### config.mk
export PLATFORM = sky130hd
export DESIGN_NAME = fifo_evicting_budget_store
export DESIGN_NICKNAME = d
export VERILOG_FILES = /design/src/rtl/ebs_pkg.sv /design/src/rtl/ebs_entry_ram.sv /design/src/rtl/fifo_evicting_budget_store.sv
export SDC_FILE = /design/constraint.sdc
export NUM_CORES = 2
export LEC_CHECK = 0
export CORE_MARGIN = 3
export CORE_UTILIZATION = 40
export CTS_CLUSTER_SIZE = 28
export DETAILED_ROUTE_END_ITERATION = 8
export DONT_BUFFER_PORTS = 1
export HOLD_SLACK_MARGIN = 0.05
export SLEW_MARGIN = 25
export SYNTH_ARGS = -nofsm -noshare
export SYNTH_HDL_FRONTEND = slang
export SYNTH_SLANG_ARGS = --single-unit
export TNS_END_PERCENT = 1
### constraint.sdc
create_clock -name clk_i -period 7.2 [get_ports clk_i]
set_clock_uncertainty 0.05 [all_clocks]
set_input_delay 1.8 -clock clk_i [delete_from_list [all_inputs] [get_ports clk_i]]
set_output_delay 1.8 -clock clk_i [all_outputs]
set_load 0.05 [all_outputs]
### src/rtl/ebs_pkg.sv
// Shared types and constants of the FIFO-evicting budget store.
`timescale 1ns / 1ps

package ebs_pkg;

  localparam int QUEUE_DEPTH = 32;
  localparam int SIZE_BITS   = 16;

  localparam int PTR_W   = $clog2(QUEUE_DEPTH);
  localparam int CNT_W   = $clog2(QUEUE_DEPTH + 1);
  localparam int ID_W    = 16;
  localparam int FIELD_W = 16;
  localparam int CAP_W   = 16;
  localparam int SCOPE_W = 8;
  localparam int SUM_W   = ((SIZE_BITS > CAP_W) ? SIZE_BITS : CAP_W) + 1;

  localparam logic [CAP_W-1:0]   CAP_RESET = CAP_W'(1024);
  localparam logic [SCOPE_W-1:0] SCOPE_MAX = '1;

  typedef logic [PTR_W-1:0]     ptr_t;
  typedef logic [CNT_W-1:0]     cnt_t;
  typedef logic [SIZE_BITS-1:0] size_t;

  typedef enum logic [1:0] {
    OP_OPEN  = 2'd0,
    OP_CLOSE = 2'd1,
    OP_ALLOC = 2'd2,
    OP_SHOW  = 2'd3
  } ebs_op_e;

  typedef enum logic [2:0] {
    KIND_STORED   = 3'd0,
    KIND_REJECTED = 3'd1,
    KIND_EVICTED  = 3'd2,
    KIND_VISIBLE  = 3'd3,
    KIND_SUMMARY  = 3'd4
  } ebs_kind_e;

  typedef struct packed {
    ebs_op_e             opcode;
    logic [ID_W-1:0]     entry_id;
    logic [FIELD_W-1:0]  request_size;
  } ebs_req_t;

  typedef struct packed {
    ebs_kind_e           kind;
    logic [ID_W-1:0]     out_id;
    logic [FIELD_W-1:0]  out_size;
    logic [FIELD_W-1:0]  used_total;
    logic                last;
  } ebs_res_t;

  typedef struct packed {
    logic [ID_W-1:0]    id;
    size_t              size;
    logic [SCOPE_W-1:0] scope;
  } ebs_entry_t;

endpackage

### src/rtl/ebs_entry_ram.sv
// Entry queue storage: one write port, one read port, registered read data.
`timescale 1ns / 1ps

module ebs_entry_ram import ebs_pkg::*; (
  input  logic       clk_i,
  input  logic       we_i,
  input  ptr_t       waddr_i,
  input  ebs_entry_t wdata_i,
  input  ptr_t       raddr_i,
  output ebs_entry_t rdata_o
);

  ebs_entry_t mem_q [QUEUE_DEPTH];
  ebs_entry_t rdata_q;

  always_ff @(posedge clk_i) begin
    if (we_i) begin
      mem_q[waddr_i] <= wdata_i;
    end
    rdata_q <= mem_q[raddr_i];
  end

  assign rdata_o = rdata_q;

endmodule

### src/rtl/fifo_evicting_budget_store.sv
// Top level of the FIFO-evicting budget store: sequencer, budget and scope state.
`timescale 1ns / 1ps

// A request is taken when start is high and busy is low; the block works on one
// request at a time. Each result is shown on res_o for exactly one cycle with
// res_valid_o high and cannot be held off; res_o.last marks the final result of
// a request. Open and close scope give no result. Allocate evicts at most
// QUEUE_DEPTH entries before it stores or rejects; show walks the stored entries
// and ends with a summary: the walk over the entry queue reads one entry per cycle
// from its single-read-port memory. Results trail their cycle of work by one
// register stage. Capacity must be written through cfg_we_i / cfg_wdata_i only
// while the block is idle; the block itself does not enforce it. Capacity resets to 1024.

module fifo_evicting_budget_store import ebs_pkg::*; (
  input  logic               clk_i,
  input  logic               rst_ni,
  input  logic               start,
  output logic               busy,
  input  ebs_req_t           req_i,
  input  logic               cfg_we_i,
  input  logic [CAP_W-1:0]   cfg_wdata_i,
  output logic               res_valid_o,
  output ebs_res_t           res_o
);

  typedef enum logic [2:0] {
    ST_IDLE,
    ST_EVICT,    // read data holds the head entry; evict it
    ST_FINISH,   // store or reject the pending allocate
    ST_SHOW,     // read data holds the walked entry
    ST_SUMMARY
  } state_e;

  state_e             state_q, state_d;
  logic [CAP_W-1:0]   cap_q, cap_d;
  ptr_t               head_q, head_d;
  cnt_t               count_q, count_d;
  size_t              used_q, used_d;
  logic [SCOPE_W-1:0] scope_q, scope_d;
  logic [ID_W-1:0]    id_q, id_d;
  size_t              req_q, req_d;
  ptr_t               walk_ptr_q, walk_ptr_d;
  cnt_t               walk_idx_q, walk_idx_d;
  ebs_res_t           res_q, res_d;
  logic               res_valid_q, res_valid_d;

  logic       mem_we;
  ptr_t       mem_waddr;
  ebs_entry_t mem_wdata;
  ptr_t       mem_raddr;
  ebs_entry_t mem_rdata;
  size_t      req_in;
  size_t      evict_used;

  function automatic ptr_t ptr_inc(ptr_t p);
    ptr_t r;
    if (p == PTR_W'(QUEUE_DEPTH - 1)) r = '0;
    else r = p + 1'b1;
    return r;
  endfunction

  // head + offset, wrapped; the head stays below the depth, the offset at most the depth
  function automatic ptr_t slot_add(ptr_t h, cnt_t c);
    logic [CNT_W:0] s;
    s = (CNT_W+1)'(h) + (CNT_W+1)'(c);
    if (s >= (CNT_W+1)'(QUEUE_DEPTH)) s = s - (CNT_W+1)'(QUEUE_DEPTH);
    return PTR_W'(s);
  endfunction

  function automatic logic over_budget(size_t r, size_t u, logic [CAP_W-1:0] c);
    return (SUM_W'(r) + SUM_W'(u)) > SUM_W'(c);
  endfunction

  ebs_entry_ram u_ram (
    .clk_i   (clk_i),
    .we_i    (mem_we),
    .waddr_i (mem_waddr),
    .wdata_i (mem_wdata),
    .raddr_i (mem_raddr),
    .rdata_o (mem_rdata)
  );

  assign req_in     = SIZE_BITS'(req_i.request_size);
  assign evict_used = used_q - mem_rdata.size;

  always_comb begin
    state_d     = state_q;
    cap_d       = cap_q;
    head_d      = head_q;
    count_d     = count_q;
    used_d      = used_q;
    scope_d     = scope_q;
    id_d        = id_q;
    req_d       = req_q;
    walk_ptr_d  = walk_ptr_q;
    walk_idx_d  = walk_idx_q;
    res_d       = res_q;
    res_valid_d = 1'b0;
    mem_we      = 1'b0;
    mem_waddr   = slot_add(head_q, count_q);
    mem_wdata   = '{id: id_q, size: req_q, scope: scope_q};
    mem_raddr   = head_q;

    if (cfg_we_i) begin
      cap_d = cfg_wdata_i;
    end

    unique case (state_q)
      ST_IDLE: begin
        // head entry is read every idle cycle, ready for eviction or show
        mem_raddr = head_q;
        if (start) begin
          id_d  = req_i.entry_id;
          req_d = req_in;
          unique case (req_i.opcode)
            OP_OPEN: begin
              if (scope_q != SCOPE_MAX) scope_d = scope_q + 1'b1;
            end
            OP_CLOSE: begin
              if (scope_q != '0) scope_d = scope_q - 1'b1;
            end
            OP_ALLOC: begin
              if (count_q == CNT_W'(QUEUE_DEPTH) ||
                  (count_q != '0 && over_budget(req_in, used_q, cap_q))) begin
                state_d = ST_EVICT;
              end else begin
                state_d = ST_FINISH;
              end
            end
            OP_SHOW: begin
              walk_ptr_d = head_q;
              walk_idx_d = '0;
              state_d    = (count_q == '0) ? ST_SUMMARY : ST_SHOW;
            end
            default: ;
          endcase
        end
      end

      ST_EVICT: begin
        res_valid_d = 1'b1;
        res_d = '{kind: KIND_EVICTED, out_id: mem_rdata.id,
                  out_size: FIELD_W'(mem_rdata.size),
                  used_total: FIELD_W'(evict_used), last: 1'b0};
        used_d    = evict_used;
        head_d    = ptr_inc(head_q);
        count_d   = count_q - 1'b1;
        mem_raddr = ptr_inc(head_q);
        if (!(count_q != CNT_W'(1) && over_budget(req_q, evict_used, cap_q))) begin
          state_d = ST_FINISH;
        end
      end

      ST_FINISH: begin
        res_valid_d = 1'b1;
        if (!over_budget(req_q, used_q, cap_q) && count_q < CNT_W'(QUEUE_DEPTH)) begin
          mem_we  = 1'b1;
          count_d = count_q + 1'b1;
          used_d  = used_q + req_q;
          res_d = '{kind: KIND_STORED, out_id: id_q, out_size: FIELD_W'(req_q),
                    used_total: FIELD_W'(used_q + req_q), last: 1'b1};
        end else begin
          res_d = '{kind: KIND_REJECTED, out_id: id_q, out_size: FIELD_W'(req_q),
                    used_total: FIELD_W'(used_q), last: 1'b1};
        end
        state_d = ST_IDLE;
      end

      ST_SHOW: begin
        if (mem_rdata.size != '0 && mem_rdata.scope >= scope_q) begin
          res_valid_d = 1'b1;
          res_d = '{kind: KIND_VISIBLE, out_id: mem_rdata.id,
                    out_size: FIELD_W'(mem_rdata.size),
                    used_total: FIELD_W'(used_q), last: 1'b0};
        end
        walk_idx_d = walk_idx_q + 1'b1;
        walk_ptr_d = ptr_inc(walk_ptr_q);
        mem_raddr  = ptr_inc(walk_ptr_q);
        if (CNT_W'(walk_idx_q + 1'b1) == count_q) begin
          state_d = ST_SUMMARY;
        end
      end

      ST_SUMMARY: begin
        res_valid_d = 1'b1;
        res_d = '{kind: KIND_SUMMARY, out_id: '0, out_size: '0,
                  used_total: FIELD_W'(used_q), last: 1'b1};
        state_d = ST_IDLE;
      end

      default: state_d = ST_IDLE;
    endcase
  end

  always_ff @(posedge clk_i or negedge rst_ni) begin
    if (!rst_ni) begin
      state_q     <= ST_IDLE;
      cap_q       <= CAP_RESET;
      head_q      <= '0;
      count_q     <= '0;
      used_q      <= '0;
      scope_q     <= '0;
      id_q        <= '0;
      req_q       <= '0;
      walk_ptr_q  <= '0;
      walk_idx_q  <= '0;
      res_q       <= '0;
      res_valid_q <= 1'b0;
    end else begin
      state_q     <= state_d;
      cap_q       <= cap_d;
      head_q      <= head_d;
      count_q     <= count_d;
      used_q      <= used_d;
      scope_q     <= scope_d;
      id_q        <= id_d;
      req_q       <= req_d;
      walk_ptr_q  <= walk_ptr_d;
      walk_idx_q  <= walk_idx_d;
      res_q       <= res_d;
      res_valid_q <= res_valid_d;
    end
  end

  assign busy        = (state_q != ST_IDLE);
  assign res_valid_o = res_valid_q;
  assign res_o       = res_q;

  // final result of a request appears once the sequencer is back to idle
  a_last_idle: assert property (@(posedge clk_i) disable iff (!rst_ni)
    (res_valid_o && res_o.last) |-> !busy)
    else $error("last result while still busy");

  // intermediate results only while the request is still in work
  a_mid_busy: assert property (@(posedge clk_i) disable iff (!rst_ni)
    (res_valid_o && !res_o.last) |-> busy)
    else $error("intermediate result while idle");

  // scope requests produce nothing
  a_scope_silent: assert property (@(posedge clk_i) disable iff (!rst_ni)
    (start && !busy && (req_i.opcode == OP_OPEN || req_i.opcode == OP_CLOSE))
    |=> !res_valid_o)
    else $error("result after scope request");

  // a stored entry leaves the queue non-empty and never overfilled
  a_stored_count: assert property (@(posedge clk_i) disable iff (!rst_ni)
    (res_valid_o && res_o.kind == KIND_STORED)
    |-> (count_q != '0 && count_q <= CNT_W'(QUEUE_DEPTH)))
    else $error("entry count inconsistent after store");

endmodule

==> results_dict.tcl <==
set metrics [dict create \
    placed_area_sq_mm 0.0657 \
    fin_tns_setup_ns 0 \
    path_max_fanout 26 \
    dr_total_vias 40000 \
    cts_root_buffer "clkbuf_16" \
    clock_path_buffers 3 \
    fillers 13700 \
    cp-end-kind "register" \
    grt_start_max_net_pins 151 \
    synth_area_sq_mm 0.0625 \
    finalWeightedCongestion 0.882 \
    drt_iter0_drc 4193 \
    rsz0062_at_grt "false" \
    yosys.area.top_type_share_pct 61.5 \
    synth_xor_area_share_pct 1.05 \
    avgSynthCellArea_sq_um 13.1 \
    max_slew_margin_pct 29.7 \
    tightest_slew_ns 1.04 \
    wl_per_cell_microns 25.8 \
    fin_area_sq_mm 0.0709 \
    start_kind "register" \
    crit_arrival_ns 6.64 \
    rows 144 \
    die_h_microns 401 \
    viasPerCell 5.76 \
    grt_pass1_vias 38500 \
    nNetsFinal 4977 \
    synth_compound_area_share_pct 12.4 \
    initial_core_util_pct 40.4 \
    syn_nets 4955 \
    dpl.hpwl_microns 111000 \
    fin_crit_ns 6.20 \
    final-hold-violation-count 0 \
    drv_slew 0 \
    mostFrequentLayoutCell "edfxtp_1" \
    postLayoutCoreUtil_pct 45.9 \
    status "finished, final reports clean" \
    ys_seq_area_share_pct 68.8 \
    grt_pass1_wl_microns 264000 \
    yosys.area_share.simple_pct 10.9 \
    numClockSinks 1470 \
    cts_tree "done" \
    synthAdderAreaFrac_pct 3.01 \
    yosys.area.top_type "edfxtp_1" \
    maxCapViolations 0 \
    area_growth_pct 13.4 \
    gr-total-overflow 0 \
    required_ns 7.63 \
    dieArea_sq_mm 0.161 \
    synth_top_family_by_area "compound AO/OA/AOI/OAI gates" \
    post_cts_buffers 0 \
    cts-hold-fix-buffers 0 \
    io_pins 108 \
    synth_warnings 0 \
    synth_edf_count 1280 \
    routed_wl_microns 180000 \
    drt_first_pass_iters 8 \
    core_sq_mm 0.155 \
    cts.clk_slew.worst_paths_ns 0.06 \
    fin_crit_sh_pct 86.2 \
    synthMuxAreaShare_pct 1.23 \
    grtUsageTotal_pct 21.9 \
    ant_nets 0 \
    synth_cells 4754 \
    synth_flop_cell "edfxtp_1" \
    cts_buffers 156 \
    fmax_mhz 161 \
    ctsResizeCount 0 \
    insertion_delay_ns 0.81 \
    ctsHtreeMaxLevel 4 \
    hold_path.class "reg -> reg" \
    drive_above_1_share_pct 10.3 \
    rrSetupSlack_ns 1.0 \
    path_class "reg -> reg" \
    finalSetupViolations 0 \
    antenna_found_initial 6 \
    synthTopCellsByArea "edfxtp_1 (61%), dfrtp_1 (6.0%), nand2_1 (4.4%)" \
    yosysUniqueCellTypes 86 \
    async_flop_share_pct 10.2 \
    io_buffers 0 \
    die_width_microns 401 \
    synth-seq-cells 1470 \
    final_cell_mix "edfxtp_1 (1280), nand2_1 (739), a31oi_1 (330)" \
    drcViolationCount 0 \
]
[per-stage QoR]
stage	instances	setup WS, ns	hold WS [ns]
after detailed placement	6662	0.973	0.434
after floorplan	4754	0.593	0.406
after global routing	6951	0.497	0.488
final	6952	0.997	0.439
after CTS	6949	0.968	0.446
after global placement	6662	0.992	0.427
[layout make-up]
cell class | instances | area [sq um] | area share, %
Sequential cell | 1470 | 43000 | 60.7
Multi-Input combinational cell | 2896 | 18200 | 25.7
Clock buffer | 216 | 4300 | 6.07
Tap cell | 2044 | 2560 | 3.61
Timing Repair Buffer | 161 | 1530 | 2.16
Clock inverter | 71 | 922 | 1.30
Inverter | 91 | 342 | 0.482
Antenna cell | 3 | 7.51 | 0.0106
[Yosys cell counts (all sizes together) (39+ instances only)]
master / instances
inv: 91
xnor2: 49
nor2: 145
and2: 316
dfrtp: 149
a211oi: 318
clkbuf: 174
o22ai: 164
mux2: 39
a21oi: 106
nor4: 53
edfxtp: 1280
ha: 141
a31oi: 331
nor3: 42
o21ai: 97
buf: 123
nand3: 51
nand2: 741
dfxtp: 40
[kinds of logic after synthesis]
family	count (synthesis)
adder cells (fa/ha/maj)	147
AND/OR/NAND/NOR	1442
AO/OA/AOI/OAI	1170
XOR/XNOR	75
multiplexers	62
buffers and inverters	388
flip-flops	1470
[metal layers]
layer	up-vias	GRT usage (%)	part of all wire (%)
met5	-	0	0
met4	0	6.71	2.8
met3	237	3.11	6.3
met2	1465	35.7	48
met1	20200	30.4	43
li1	18100	-	-
[critical path, stage by stage (launching register included)]
cell and delay [ns]:
dfrtp_1 0.42, ha_1 0.26, fa_1 0.45, a211oi_2 0.31, o21ai_1 0.23, a2111oi_2 0.49
o31ai_1 0.14, a21oi_1 0.19, xnor2_1 0.19, inv_1 0.09, ha_1 0.29, nand2_1 0.09
nor4_1 0.07, o31a_1 0.11, a2111oi_0 0.55, o211ai_1 0.22, nor3_2 0.45, nand3_1 0.24
buf_4 0.27, nor2_4 0.47, buf_12 0.29
[sequential cells by signal (all words and copies together) (netlist names)]
| signal | count |
|---|---|
| req_q | 16 |
| state_q | 3 |
| res_valid_o | 1 |
| cap_q | 16 |
| id_q | 16 |
| count_q | 6 |
| res_o | 52 |
| head_q | 5 |
| walk_idx_q | 6 |
| u_ram.mem_q | 1280 |
| used_q | 16 |
| u_ram.rdata_o | 40 |
| walk_ptr_q | 5 |
| scope_q | 8 |
[path summary, 6_finish.rpt]
check / from / to / cells past startpoint
max: used_q[0]$_DFFE_PN0P_ / u_ram.mem_q[22][30]$_DFFE_PP_ / 20
min: walk_ptr_q[4]$_DFFE_PN0P_ / walk_ptr_q[4]$_DFFE_PN0P_ / 2
max reg2reg: used_q[0]$_DFFE_PN0P_ / u_ram.mem_q[22][30]$_DFFE_PP_ / 20
min reg2reg: walk_ptr_q[4]$_DFFE_PN0P_ / walk_ptr_q[4]$_DFFE_PN0P_ / 2
max in group asynchronous: rst_ni / id_q[12]$_DFFE_PN0P_ / 0
min in group asynchronous: rst_ni / req_q[5]$_DFFE_PN0P_ / 0
Power is left out: the tool's default activity adds up to more than one toggle a clock period on the data nets, which glitch-free logic cannot reach.
